==> config.mk <==
export PLATFORM = sky130hd
export DESIGN_NAME = naive_bayes_categorical_classifier
export DESIGN_NICKNAME = d
export VERILOG_FILES = /design/src/rtl/nbc_pkg.sv /design/src/rtl/nbc_mul.sv /design/src/rtl/naive_bayes_categorical_classifier.sv
export VERILOG_INCLUDE_DIRS = /design/src /design/src/rtl
export SDC_FILE = /design/constraint.sdc
export NUM_CORES = 2
export LEC_CHECK = 0
export CAP_MARGIN = 20
export CORE_MARGIN = 2
export CORE_UTILIZATION = 62
export DETAILED_ROUTE_END_ITERATION = 10
export DONT_BUFFER_PORTS = 1
export GPL_TIMING_DRIVEN = 0
export PLACE_DENSITY = 0.78
export SYNTH_ARGS = -nofsm -noshare
export SYNTH_HDL_FRONTEND = slang
export SYNTH_SLANG_ARGS = --single-unit
==> constraint.sdc <==
create_clock -name clk -period 8.8 [get_ports clk]
set_clock_uncertainty 0.15 [all_clocks]
set_input_delay 2.2 -clock clk [delete_from_list [all_inputs] [get_ports clk]]
set_output_delay 2.2 -clock clk [all_outputs]
set_load 0.01 [all_outputs]
==> src/rtl/naive_bayes_categorical_classifier_defines.svh <==
// Assertion macros for the naive Bayes classifier.
`ifndef NAIVE_BAYES_CATEGORICAL_CLASSIFIER_DEFINES_SVH
`define NAIVE_BAYES_CATEGORICAL_CLASSIFIER_DEFINES_SVH
// Implication checked on every clock edge outside reset.
`define NB_ASSERT_IMP(label, clk, rst_n, lhs, rhs) \
	label: assert property (@(posedge clk) disable iff (!rst_n) (lhs) |-> (rhs)) \
		else $error("assertion failed");
// Next-cycle implication checked outside reset.
`define NB_ASSERT_NXT(label, clk, rst_n, lhs, rhs) \
	label: assert property (@(posedge clk) disable iff (!rst_n) (lhs) |=> (rhs)) \
		else $error("assertion failed");
`endif

==> src/rtl/nbc_pkg.sv <==
// Package with constants and types of the naive Bayes classifier.
`default_nettype none
package nbc_pkg;
	localparam int MAX_RECORDS = 255;
	localparam int VALUES_PER_ATTR = 16;
	localparam int CNT_W = 8;
	localparam int PROD_W = 56;
	localparam logic [1:0] LABEL_NO = 2'd0;
	localparam logic [1:0] LABEL_YES = 2'd1;
	localparam logic KIND_TRAIN = 1'b0;
	typedef logic [CNT_W-1:0] cnt_t;
	typedef logic [PROD_W-1:0] prod_t;
	// Start and busy between the top level and the serial multiplier.
	typedef struct packed {
		logic start;
		logic busy;
	} mul_ctl_t;
endpackage
`default_nettype wire

==> src/rtl/nbc_mul.sv <==
// Bit-serial shift-and-add multiplier: a 56-bit operand times an 8-bit one.
`default_nettype none
module nbc_mul (
	input  wire logic          clk,
	input  wire logic          arst_n,
	input  wire logic          start,
	input  wire nbc_pkg::prod_t a,
	input  wire nbc_pkg::cnt_t  b,
	output nbc_pkg::mul_ctl_t   ctl,
	output nbc_pkg::prod_t      p
);
	import nbc_pkg::*;
	prod_t acc_q;
	prod_t a_q;
	cnt_t  b_q;
	logic [3:0] cnt_q;
	logic busy_q;

	always_ff @(posedge clk or negedge arst_n) begin
		if (!arst_n) begin
			busy_q <= 1'b0;
			cnt_q <= '0;
		end else if (start) begin
			busy_q <= 1'b1;
			cnt_q <= 4'd8;
		end else if (busy_q) begin
			cnt_q <= cnt_q - 4'd1;
			if (cnt_q == 4'd1) busy_q <= 1'b0;
		end
	end

	// One multiplier bit per cycle, least significant first.
	always_ff @(posedge clk) begin
		if (start) begin
			acc_q <= '0;
			a_q <= a;
			b_q <= b;
		end else if (busy_q) begin
			if (b_q[0]) acc_q <= acc_q + a_q;
			a_q <= {a_q[PROD_W-2:0], 1'b0};
			b_q <= {1'b0, b_q[CNT_W-1:1]};
		end
	end

	assign ctl.start = start;
	assign ctl.busy = busy_q;
	assign p = acc_q;
endmodule
`default_nettype wire

==> src/rtl/naive_bayes_categorical_classifier.sv <==
// Top level: count tables, totals, query sequencer around a serial multiplier.
// Training item with a yes or no label: a read step and a write step per attribute, in turn.
// Other training items leave the tables untouched. No training item gives a result.
// Query item: eight table reads, fourteen serial multiplies, a compare and an
// output load. The next item is taken once the output register has loaded.
// Reset is asynchronous and active low; a clearing pass over all 128 entries follows with the input stalled.
`default_nettype none
module naive_bayes_categorical_classifier (
	input  wire logic       clk,
	input  wire logic       arst_n,
	input  wire logic       in_valid,
	output logic            in_stall,
	input  wire logic       kind,
	input  wire logic [3:0] age_code,
	input  wire logic [3:0] income_code,
	input  wire logic [3:0] student_code,
	input  wire logic [3:0] credit_code,
	input  wire logic [1:0] label,
	output logic            out_valid,
	input  wire logic       out_stall,
	output logic            predict_yes,
	output logic [7:0]      total_records,
	output logic [7:0]      yes_total,
	output logic [7:0]      no_total,
	output logic [7:0]      age_yes,
	output logic [7:0]      age_no,
	output logic [7:0]      income_yes,
	output logic [7:0]      income_no,
	output logic [7:0]      student_yes,
	output logic [7:0]      student_no,
	output logic [7:0]      credit_yes,
	output logic [7:0]      credit_no
);
	import nbc_pkg::*;
	`include "naive_bayes_categorical_classifier_defines.svh"

	// Sequencer states.
	localparam logic [3:0] ST_CLR   = 4'd0;
	localparam logic [3:0] ST_IDLE  = 4'd1;
	localparam logic [3:0] ST_TRAIN = 4'd2;
	localparam logic [3:0] ST_READ  = 4'd3;
	localparam logic [3:0] ST_MSTART = 4'd4;
	localparam logic [3:0] ST_MWAIT = 4'd5;
	localparam logic [3:0] ST_CMP   = 4'd6;
	localparam logic [3:0] ST_OUT   = 4'd7;

	logic [3:0] state_q;
	logic [6:0] clr_q;
	logic [2:0] rd_q;
	logic [3:0] step_q;

	// The count memory: 128 entries, one read and one write port.
	cnt_t mem [0:127];
	cnt_t rdata_q;
	logic [6:0] raddr;
	logic       we;
	logic [6:0] waddr;
	cnt_t       wdata;

	cnt_t rec_q, yes_q, no_q;
	logic       kind_q;
	logic [3:0] code_q [0:3];
	logic [1:0] label_q;
	logic [1:0] tattr_q;
	cnt_t cy_q [0:3];
	cnt_t cn_q [0:3];
	prod_t lhs_q, rhs_q;
	logic pred_q;

	// A code at or above the number of values per attribute is neither stored nor matched.
	function automatic logic code_ok(input logic [3:0] code);
		code_ok = 5'(code) < 5'(VALUES_PER_ATTR);
	endfunction

	logic accept;
	assign accept = in_valid && !in_stall;
	assign in_stall = (state_q != ST_IDLE);

	// In ST_OUT the output register loads when it is empty or its item leaves this cycle.
	logic out_load;
	assign out_load = (state_q == ST_OUT) && (!out_valid || !out_stall);

	// Training updates each attribute in turn: read cycle, then write cycle; a query reads yes, then no.
	always_comb begin
		raddr = '0;
		if (state_q == ST_TRAIN)
			raddr = {tattr_q, code_q[tattr_q], label_q[0]};
		else
			raddr = {rd_q[2:1], code_q[rd_q[2:1]], ~rd_q[0]};
	end

	logic tr_phase_q;
	always_ff @(posedge clk) begin
		rdata_q <= mem[raddr];
		if (we) mem[waddr] <= wdata;
	end

	always_comb begin
		we = 1'b0;
		waddr = {tattr_q, code_q[tattr_q], label_q[0]};
		wdata = rdata_q + 8'd1;
		if (state_q == ST_CLR) begin
			we = 1'b1;
			waddr = clr_q;
			wdata = '0;
		end else if (state_q == ST_TRAIN && tr_phase_q && code_ok(code_q[tattr_q])) begin
			we = 1'b1;
		end
	end

	// Multiplier operand sequencing: steps 0-3 build prod_yes, 4-6 times n^3,
	// 7-10 prod_no, 11-13 times y^3; each ends in lhs or rhs.
	logic mul_start;
	prod_t mul_a;
	cnt_t mul_b;
	mul_ctl_t mul_ctl;
	prod_t mul_p;
	prod_t acc_q;

	always_comb begin
		mul_a = acc_q;
		case (step_q) inside
			[4'd0:4'd3]:  mul_b = cy_q[step_q[1:0]];
			[4'd4:4'd6]:  mul_b = no_q;
			[4'd7:4'd10]: mul_b = cn_q[2'(step_q - 4'd7)];
			default:      mul_b = yes_q;
		endcase
	end
	assign mul_start = (state_q == ST_MSTART);

	nbc_mul u_mul (
		.clk(clk), .arst_n(arst_n), .start(mul_start),
		.a(mul_a), .b(mul_b), .ctl(mul_ctl), .p(mul_p)
	);

	always_ff @(posedge clk or negedge arst_n) begin
		if (!arst_n) begin
			state_q <= ST_CLR;
			clr_q <= '0;
			rd_q <= '0;
			step_q <= '0;
			tr_phase_q <= 1'b0;
			tattr_q <= '0;
			rec_q <= '0;
			yes_q <= '0;
			no_q <= '0;
			out_valid <= 1'b0;
		end else begin
			if (out_load) out_valid <= 1'b1;
			else if (out_valid && !out_stall) out_valid <= 1'b0;
			unique case (state_q)
				ST_CLR: begin
					clr_q <= clr_q + 7'd1;
					if (clr_q == 7'd127) state_q <= ST_IDLE;
				end
				ST_IDLE: begin
					if (accept) begin
						if (kind == KIND_TRAIN) begin
							if (rec_q < 8'(MAX_RECORDS)) begin
								rec_q <= rec_q + 8'd1;
								if (label == LABEL_YES) yes_q <= yes_q + 8'd1;
								if (label == LABEL_NO) no_q <= no_q + 8'd1;
								if (label == LABEL_YES || label == LABEL_NO) begin
									state_q <= ST_TRAIN;
									tattr_q <= '0;
									tr_phase_q <= 1'b0;
								end
							end
						end else begin
							state_q <= ST_READ;
							rd_q <= '0;
						end
					end
				end
				ST_TRAIN: begin
					tr_phase_q <= ~tr_phase_q;
					if (tr_phase_q) begin
						tattr_q <= tattr_q + 2'd1;
						if (tattr_q == 2'd3) state_q <= ST_IDLE;
					end
				end
				ST_READ: begin
					// Read issued at rd, data lands in rdata_q in the next cycle.
					rd_q <= rd_q + 3'd1;
					if (rd_q == 3'd7) begin
						state_q <= ST_MSTART;
						step_q <= '0;
					end
				end
				ST_MSTART: state_q <= ST_MWAIT;
				ST_MWAIT: begin
					if (!mul_ctl.busy) begin
						step_q <= step_q + 4'd1;
						if (step_q == 4'd13) state_q <= ST_CMP;
						else state_q <= ST_MSTART;
					end
				end
				ST_CMP: state_q <= ST_OUT;
				ST_OUT: begin
					if (out_load) state_q <= ST_IDLE;
				end
				default: state_q <= ST_IDLE;
			endcase
		end
	end

	// Payload registers.
	logic [1:0] prev_a;
	logic       prev_c;
	logic       prev_ok;
	always_comb begin
		prev_a = 2'((rd_q - 3'd1) >> 1);
		prev_c = rd_q[0];
		prev_ok = code_ok(code_q[prev_a]);
	end

	always_ff @(posedge clk) begin
		if (accept) begin
			kind_q <= kind;
			code_q[0] <= age_code;
			code_q[1] <= income_code;
			code_q[2] <= student_code;
			code_q[3] <= credit_code;
			label_q <= label;
		end
		// Reads issued at rd 0..7 return in the next cycle; capture them.
		if (state_q == ST_READ && rd_q != 3'd0) begin
			if (prev_c) cy_q[prev_a] <= prev_ok ? rdata_q : '0;
			else cn_q[prev_a] <= prev_ok ? rdata_q : '0;
		end
		if (state_q == ST_MSTART && step_q == 4'd0) begin
			cn_q[3] <= prev_ok ? rdata_q : '0;
		end
		if (state_q == ST_READ && rd_q == 3'd7) acc_q <= prod_t'(1);
		if (state_q == ST_MWAIT && !mul_ctl.busy) begin
			if (step_q == 4'd6) begin
				lhs_q <= mul_p;
				acc_q <= prod_t'(1);
			end else if (step_q == 4'd13) begin
				rhs_q <= mul_p;
			end else begin
				acc_q <= mul_p;
			end
		end
		if (state_q == ST_CMP) begin
			if (yes_q == '0) pred_q <= 1'b0;
			else if (no_q == '0) pred_q <= (cy_q[0] != '0) && (cy_q[1] != '0) &&
				(cy_q[2] != '0) && (cy_q[3] != '0);
			else pred_q <= lhs_q > rhs_q;
		end
		if (out_load) begin
			predict_yes <= pred_q;
			total_records <= rec_q;
			yes_total <= yes_q;
			no_total <= no_q;
			age_yes <= cy_q[0];
			age_no <= cn_q[0];
			income_yes <= cy_q[1];
			income_no <= cn_q[1];
			student_yes <= cy_q[2];
			student_no <= cn_q[2];
			credit_yes <= cy_q[3];
			credit_no <= cn_q[3];
		end
	end

	// The memory is never written while a query reads it.
	`NB_ASSERT_IMP(a_no_write_in_query, clk, arst_n, state_q == ST_READ, !we)
	// Training never pushes the record total past capacity.
	`NB_ASSERT_IMP(a_cap, clk, arst_n, 1'b1, rec_q <= 8'(MAX_RECORDS))
	// An item is never taken while a result is being built.
	`NB_ASSERT_NXT(a_busy, clk, arst_n, state_q == ST_MWAIT && kind_q, in_stall)
endmodule
`default_nettype wire
==> flow_summary_export.csv <==
group,metric,value,unit
synth,post_synth_instance_area,0.0643,mm²
timing,setup_slack,2.16,ns
synth,syn-mean-instance-area,14.3,µm²
drt,remaining_drc_errors,0,
placement,dp_hpwl,141000,µm
worst_hold_path,hold_depth,0,
cells_and_area,synthToLayoutAreaGrowth,12.4,%
clocking,clock_tree.root_cell,"clkbuf_16",
clocking,postCtsSetupRepairBufs,0,
power,power_density,429,mW/mm²
power,leakagePower,0.0253,µW
worst_hold_path,path_type_of_the_worst_min_delay_path,"flip-flop to flip-flop",
synth,netlist_instances,4496,
critical_path,worst_ep_arrival_time,7.05,ns
power,clkPwrFrac,21.6,%
clocking,numClockSinks,1541,
drt,detail_route.wl_per_cell,33.9,µm
synth,synth.distinct_cells,79,
power,combinationalPowerShare,44.7,%
drt,final_antenna_net_count,0,
die,floorplan.die_area,0.106,mm²
cells_and_area,final_core_utilization,70.0,%
timing,worst_slew_margin_rel,6.70,%
drt,initialDrtViolationCount,7344,
timing,setup_violations,0,
placement,place_area,0.0669,mm²
die,fp.dieW,326,µm
critical_path,worstSetupStartpointType,"flip-flop",
clocking,maximum_level_of_the_cts_h_tree,4,
cells_and_area,stdcell_area,0.0722,mm²
synth,synth_edf_count,1371,
timing,highest_clock_frequency_the_design_can_meet,151,MHz
global_route,grt_start_max_net_pins,95,
placement,io_buffer_count,0,
critical_path,critical-path-slowest-cell,"nor4_1",
synth,synth_seq_area_share,69.7,%
power,switching_share_of_total_power,43.0,%
synth,asyncSetResetFlopFracSynth,3.24,%
drt,drt_first_pass_iters,6,
timing,period_needed,6.64,ns
critical_path,timing_worst_setup_path_type,"flip-flop to flip-flop",
critical_path,critical_path.most_common_cell,"buf_2",
global_route,number_of_antenna_violations_at_the_first_check_in_global_routing,21,
synth,synth_seq_cells,1541,
placement,setup_slack_placement,2.33,ns
run_status,status,"finished, final reports clean",
global_route,grt_overflow_total,0,
critical_path,buffers_inverters_on_critical_path,7,
timing,timing_hold_violations_final,0,
cells_and_area,final_nets,4865,
timing,finalCritPeriodShare,75.5,%
drt,totalWireLength,211000,µm
cells_and_area,drive_gt1_share,12.8,%
critical_path,worst-endpoint-required,9.20,ns
critical_path,worstPathMaxFanout,10,
die,die-height,326,µm
synth,yosysWarnings,0,
placement,gp_congestion,1.05,
drt,via_count,43546,
drt,vias_per_cell,6.99,
critical_path,cpLargestDelayFamily,"buffers and inverters",
power,max-vdd-ir-drop,0.301,mV
die,design.core.area,0.103,mm²
power,net-switching-power,13300,µW
die,boundary_pins,114,
synth,synth_fp_nets,4649,
critical_path,crit_chain,"clkbuf_1 -> mux4_2 -> buf_2 -> mux2i_1 -> buf_4 -> buf_2 -> buf_2 -> buf_2 -> buf_2 -> nand2_1 -> a31oi_1 -> o22ai_1 -> nor4_1",
run,max_cap_viol_count,0,
global_route,globalRouteTotalUtil,39.7,%
global_route,grt_first_pass_wirelength,295000,µm
power,seqPwrFrac,33.7,%
clocking,post_cts_resized,0,
critical_path,path_depth,13,
timing,worst_pin_slew,1.38,ns
critical_path,critPathCaptureType,"flip-flop",
timing,grt_setup_unrepaired,"false",
clocking,holdBufCountCts,0,
clocking,cts_made_buffers,153,
critical_path,crit_path_max_incr_delay,1.17,ns
power,cell_internal_power,17700,µW
critical_path,worst-r2r-cell-count,13,
timing,report.final.slew_viol_count,0,
clocking,cts_tree,"built",
global_route,number_of_global_route_vias_before_repair,40876,
die,starting_density_of_the_core,62.3,%
clocking,max-clock-path-buffers,3,
clocking,clk_latency,0.79,ns
synth,ys.flop_type,"edfxtp_1",
die,std_cell_rows,118,
clocking,cts.clk_slew.worst_paths,0.06,ns
cell type report:
| type | instances | area (µm²) |
|---|---|---|
| antenna | 12 | 30.0 |
| buffer | 233 | 1110 |
| clock buffer | 195 | 4150 |
| clock inverter | 86 | 935 |
| fill | 6592 | 31000 |
| inverter | 93 | 349 |
| multi-input combinational | 2629 | 18100 |
| sequential | 1541 | 44800 |
| tap | 1380 | 1730 |
| timing repair buffer | 61 | 1030 |
synthesized netlist by cell type (all sizes together), types with 39 or more instances:
| master | instances | area, µm² |
|---|---|---|
| edfxtp | 1371 | 41200 |
| nand2 | 897 | 3370 |
| nor2 | 228 | 856 |
| a21oi | 210 | 1050 |
| mux4 | 205 | 4620 |
| nand3 | 188 | 941 |
| ha | 129 | 1610 |
| buf | 124 | 692 |
| dfxtp | 120 | 2400 |
| clkbuf | 109 | 409 |
| inv | 91 | 342 |
| o21ai | 90 | 450 |
| and3 | 76 | 475 |
| a21o | 61 | 458 |
| a311oi | 59 | 517 |
| dfrtp | 50 | 1250 |
| xnor2 | 50 | 438 |
| a31oi | 47 | 294 |
| nor3 | 46 | 235 |
| nand4 | 39 | 244 |
layout by cell type (no fill, tap or decap), types with 44 or more instances in the layout:
cell type,n
a21o_1,61
a21oi_1,207
a311oi_1,59
a31oi_1,47
and3_1,76
buf_2,69
clkbuf_1,137
clkbuf_16,156
dfrtp_1,50
dfxtp_1,120
edfxtp_1,1371
ha_1,129
inv_1,91
mux4_2,205
nand2_1,896
nand3_1,188
nor2_1,220
nor3_1,44
o21ai_0,89
xnor2_1,50
worst paths after layout:
| check | from | end | slack, ns |
|---|---|---|---|
| worst max-delay path | tattr_q[1]$_DFFE_PN0P_ | rdata_q[4]$_DFF_P_ | 2.16 |
| worst min-delay path | cn_q[1][6]$_DFFE_PP_ | income_no[6]$_DFFE_PP_ | 0.30 |
| worst max register to register | tattr_q[1]$_DFFE_PN0P_ | rdata_q[4]$_DFF_P_ | 2.16 |
| worst min register to register | cn_q[1][6]$_DFFE_PP_ | income_no[6]$_DFFE_PP_ | 0.30 |
| max in group asynchronous | arst_n | yes_q[0]$_DFFE_PN0P_ | 7.41 |
| min in group asynchronous | arst_n | no_q[4]$_DFFE_PN0P_ | 0.95 |
metrics by stage:
step	hold WS (ns)	TNS [ns]	instances	total power (µW)
floorplan	0.250	0	4496	17400
global route	0.308	0	6224	31400
finish	0.304	0	6230	31000
detailed placement	0.282	0	5921	23300
global placement	0.274	-230.94	5876	22900
CTS	0.303	0	6202	30000
kinds of logic (layout without fill, tap and decap cells):
logic type	Yosys count	after routing	share of synthesized area, %
adder cells (fa/ha/maj)	130	130	2.54
XOR/XNOR	74	74	1.01
AO/OA/AOI/OAI	618	618	6.21
multiplexers	232	232	7.62
AND/OR/NAND/NOR	1575	1575	10.6
other	0	12	0
buffers and inverters	326	668	2.26
flip-flops	1541	1541	69.7
per-layer routing:
| metal | GRT usage (%) | part of all wire [%] |
|---|---|---|
| met2 | 55.5 | 42 |
| met4 | 21.6 | 6.5 |
| met3 | 15.6 | 16 |
| met5 | 0.621 | 0.074 |
| met1 | 53.8 | 36 |
power by group through the flow:
stage	clock network (µW)	registers (µW)	logic [µW]
6_report	6690	10500	13800
5_1_grt	6950	10500	13900
4_1_cts	6670	10400	12800
3_5_place_dp	0	10600	12700
3_3_place_gp	0	10900	11900
2_1_floorplan	0	10600	6830
registers in the layout (all words and copies together) (netlist names), 16 cells and up:
register and count:
code_q 16, acc_q 56, cn_q 32, u_mul.a_q 56, u_mul.p 56, rhs_q 56
mem 1024, lhs_q 56, cy_q 32
worst reg2reg max path, cell delays in order, from the launching register on:
cell,delay (ns)
dfrtp_1,0.39
clkbuf_1,0.55
mux4_2,0.47
buf_2,0.21
mux2i_1,0.23
buf_4,0.27
buf_2,0.39
buf_2,0.46
buf_2,0.62
buf_2,0.61
nand2_1,0.13
a31oi_1,0.39
o22ai_1,0.38
nor4_1,1.17
Power figures use the tool's default switching activity.
